$ cat src/dpt_pkg.sv
// ----------------------------------------------------------------------------
// dpt_pkg
// Shared types, codes and defaults of the detector pairing table.
// ----------------------------------------------------------------------------
package dpt_pkg;

    localparam int DPT_ENTRIES = 32;

    // request modes
    localparam logic [2:0] MODE_LEARN    = 3'd0;
    localparam logic [2:0] MODE_MATCH    = 3'd1;
    localparam logic [2:0] MODE_PRESENCE = 3'd2;
    localparam logic [2:0] MODE_READ     = 3'd3;
    localparam logic [2:0] MODE_WRITE    = 3'd4;
    localparam logic [2:0] MODE_CLEAR    = 3'd5;
    localparam logic [2:0] MODE_VALIDATE = 3'd6;

    // result status codes
    localparam logic [2:0] ST_KNOWN    = 3'd0;
    localparam logic [2:0] ST_ADDED    = 3'd1;
    localparam logic [2:0] ST_FULL     = 3'd2;
    localparam logic [2:0] ST_NOTFOUND = 3'd3;
    localparam logic [2:0] ST_OK       = 3'd4;
    localparam logic [2:0] ST_BADIDX   = 3'd5;
    localparam logic [2:0] ST_INVCLR   = 3'd6;

    // configuration register indexes
    localparam logic [1:0] CFG_TYPE_COUNT   = 2'd0;
    localparam logic [1:0] CFG_ZONE_COUNT   = 2'd1;
    localparam logic [1:0] CFG_CLEARED_TYPE = 2'd2;
    localparam logic [1:0] CFG_CLEARED_ZONE = 2'd3;

    localparam logic [3:0] RST_TYPE_COUNT   = 4'd3;
    localparam logic [3:0] RST_ZONE_COUNT   = 4'd3;
    localparam logic [3:0] RST_CLEARED_TYPE = 4'd1;
    localparam logic [3:0] RST_CLEARED_ZONE = 4'd1;

    localparam logic [7:0] NOT_FOUND_ID = 8'hff;

    typedef struct packed {
        logic [15:0] node;
        logic [63:0] code_lo;
        logic [31:0] code_hi;
        logic [3:0]  zone;
        logic [3:0]  dtype;
        logic [7:0]  id;
        logic        valid;
    } t_entry;

    // outcome of the shared compare unit for one entry
    typedef struct packed {
        logic full_hit;
        logic node_hit;
        logic free;
        logic bad;
    } t_eval;

    typedef struct packed {
        logic [2:0]  status;
        logic [7:0]  hit_slot;
        logic [7:0]  id;
        logic        valid;
        logic [3:0]  dtype;
        logic [3:0]  zone;
        logic [31:0] code_hi;
        logic [63:0] code_lo;
        logic [15:0] node;
    } t_res;

    typedef enum logic [3:0] {
        S_IDLE = 4'b0001,
        S_SCAN = 4'b0010,
        S_RD   = 4'b0100,
        S_FIN  = 4'b1000
    } t_state;

endpackage

$ cat src/dpt_eval.sv
// ----------------------------------------------------------------------------
// dpt_eval
// Shared compare unit: checks one entry against the request key and the
// configured type and zone limits.
// ----------------------------------------------------------------------------
module dpt_eval #(
    parameter int ENTRIES = dpt_pkg::DPT_ENTRIES
) (
    input  dpt_pkg::t_entry i_entry,
    input  logic [31:0]     i_code_hi,
    input  logic [63:0]     i_code_lo,
    input  logic [15:0]     i_node,
    input  logic [3:0]      i_type_count,
    input  logic [3:0]      i_zone_count,
    output dpt_pkg::t_eval  o_eval
);
    import dpt_pkg::*;

    logic node_eq;

    assign node_eq         = (i_entry.node == i_node);
    assign o_eval.node_hit = i_entry.valid && node_eq;
    assign o_eval.full_hit = i_entry.valid && node_eq && (i_entry.code_hi == i_code_hi)
                             && (i_entry.code_lo == i_code_lo);
    assign o_eval.free     = !i_entry.valid;
    assign o_eval.bad      = (i_entry.id > 8'(ENTRIES)) || (i_entry.dtype >= i_type_count)
                             || (i_entry.zone >= i_zone_count);

endmodule

$ cat config.mk
export PLATFORM = sky130hd
export DESIGN_NAME = dpt_eval
export DESIGN_NICKNAME = d
export VERILOG_FILES = /design/src/dpt_pkg.sv /design/src/dpt_eval.sv
export SDC_FILE = /design/constraint.sdc
export NUM_CORES = 1
export LEC_CHECK = 0
export BUFFER_PORTS_ARGS = -buffer_cell sky130_fd_sc_hd__clkbuf_2
export CORE_AREA = 2 2 99 101
export DETAILED_ROUTE_END_ITERATION = 10
export DIE_AREA = 0 0 101 103
export GPL_TIMING_DRIVEN = 0
export PLACE_DENSITY = 0.64
export SLEW_MARGIN = 25
export SYNTH_ARGS = -nofsm -noshare
export SYNTH_HDL_FRONTEND = slang
export SYNTH_SLANG_ARGS = --single-unit
$ cat constraint.sdc
create_clock -name vclk -period 1.1
set_input_delay 0.055 -clock vclk [all_inputs]
set_output_delay 0.055 -clock vclk [all_outputs]
set_load 0.02 [all_outputs]
==> impl_metrics.toml <==
[place]
gp_congestion = 0.817
pre_cts_slack_ps = -1050
io_buffers = 253
dpl.hpwl_um = 6070
dp_cells = 546

[power]
p_per_area_nw_per_um2 = 335
leakagePower_nw = 1.66
ir_worst_vdd_uv = 135
clkPwrFrac_pct = 0
sw_frac_of_total_pct = 41.5
pwr-share-seq_pct = 0
p_comb_share_pct = 100.0
p_int_w = 0.000596
switchingPower_w = 0.000423

[setup_path]
worstPathMaxFanout = 1
worstSetupPathType = "in2out"
path_delay_family = "simple AND/OR/NAND/NOR gates"
crit_chain = "buf_6 > xor2_1 > nor4_2 > nand4_1 > nor4_4 > and4_4 > buf_8"
path_buf_inv = 2
worst_ep_required_time_ps = 1040
critPathMaxStageDelay_ps = 360
cp-end-kind = "output port"
slowest_stage = "nor4_4"
critPathLaunchType = "primary input"
cp.arrival_ps = 1560

[drt]
ant_nets = 0
dr.pass1.iters = 2
drt-total-wl_um = 6490
drt_iter0_markers = 9
wl_per_cell_um = 11.9
avgViaCountPerCell = 4.02
num_vias = 2196
drc = 0

[synth]
netlist_instances = 179
synth_top_cell_area_share_pct = 49.1
yosysWarnings = 0
synth.distinct_cells = 14
syn-num-nets = 436
synth.yosys.seq_area_share_pct = 0
yosysTopAreaCell = "xor2_1"
yosys-top-cells-area = "xor2_1 (49%), xnor2_1 (20%), nor4_1 (10%)"
syn_area_um2 = 1430
synth_area_per_cell_um2 = 7.98

[floorplan]
die_w_um = 101
dieArea_um2 = 10400
core_um2 = 9460
initial_core_util_pct = 15.1
rows = 36
pin_count = 253
die_h_um = 103

[layout]
final_cells = 546
layout-drive-gt1-share_pct = 63.7
nClkBuffers = 0
final_common_cell = "clkbuf_2"
n_antenna_cell = 0
final_cell_mix = "clkbuf_2 (246), xor2_1 (79), xnor2_1 (32), nand4_1 (14), nor4_1 (12)"
final_util_pct = 32.2
flops_and_latches = 0
seq_area_um2 = 0
final_nets = 691
areaGrowthSynthToFinish_pct = 113

[clocking]
ctsHoldBuffers = 0

[sta]
hold_violations = 0
setup-violations-final = 3
fin_crit_sh_pct = 147
slew_viol_final = 0
holdWs_ps = 431
relSlewSlack_pct = 72.4
finalSetupTns_ps = -610
setup_ws_ps = -514
worstMarginPinSlew_ps = 410
rsz0062_at_grt = "true"
fin_crit_ps = 1610
fmax_mhz = 619

[hold_path]
hp-class = "in2out"

[global_routing]
antenna_found_initial = 0
grtUsageTotal_pct = 9.86
grt_remaining_overflow = 0
grt_start_max_net_pins = 3
grt_pass1_vias = 2014
grt_pass1_wl_um = 8350

[run_status]
outcome = "finished, violations left"
violations = "setup timing"

[flow_run]
cap_violations = 0
-- synthesized netlist by cell type --
cell type	count
a21oi_1	2
and4_1	1
ha_1	8
inv_1	9
nand2b_1	2
nand4_1	14
nor2b_1	2
nor3_1	1
nor3_2	1
nor4_1	23
o21ai_0	3
or4_1	1
xnor2_1	32
xor2_1	80
-- cell families (layout without fill, tap and decap cells) --
logic type	after synthesis	in the layout	synth area share [%]
adder cells (fa/ha/maj)	8	8	7.01
XOR/XNOR	112	112	68.7
AND/OR/NAND/NOR	45	45	20.2
AO/OA/AOI/OAI	5	5	1.75
buffers and inverters	9	262	2.37
-- layout make-up --
cell class,instances,area (um2)
well taps,114,143
repair buffers,253,1320
fillers,1010,6420
inverters,9,36.3
multi-input cells,170,1540
-- worst min-delay path: cells and delay by family --
family,cells,cell delay (ps)
buf+inv,3,320
-- timing repair --
| action | 4_1_cts | 5_1_grt |
|---|---|---|
| pin swaps | 13 | 19 |
| setup endpoints to repair | 3 | 3 |
| buffers inserted | 0 | 0 |
| resized for setup | 17 | 20 |
-- per-stage QoR --
stage | area [um2] | power, W
2_1_floorplan | 1440 | 0.000366
3_3_place_gp | 2850 | 0.000909
3_5_place_dp | 2850 | 0.000934
4_1_cts | 2930 | 0.000969
5_1_grt | 3040 | 0.00112
6_report | 3040 | 0.00102
-- power groups by stage --
stage | combinational [W] | clock, W | sequential (W)
after floorplan | 0.000366 | 0 | 0
after global placement | 0.000909 | 0 | 0
after detailed placement | 0.000934 | 0 | 0
after CTS | 0.000969 | 0 | 0
after global routing | 0.00112 | 0 | 0
final | 0.00102 | 0 | 0
-- routing by layer --
metal,vias to the layer above,part of all wire (%),global-route usage (%)
li1,1127,-,-
met1,949,36,10.8
met2,116,56,21.1
met3,4,7.6,0.949
met4,0,0.26,0.624
met5,-,0,0
-- worst paths after layout --
check	from	endpoint	slack [ps]	cells past startpoint
setup / recovery	i_entry[81]	o_eval[3]	-510	7
hold / removal	i_entry[0]	o_eval[1]	430	3
Note: power is estimated with default switching activity, not from simulation.
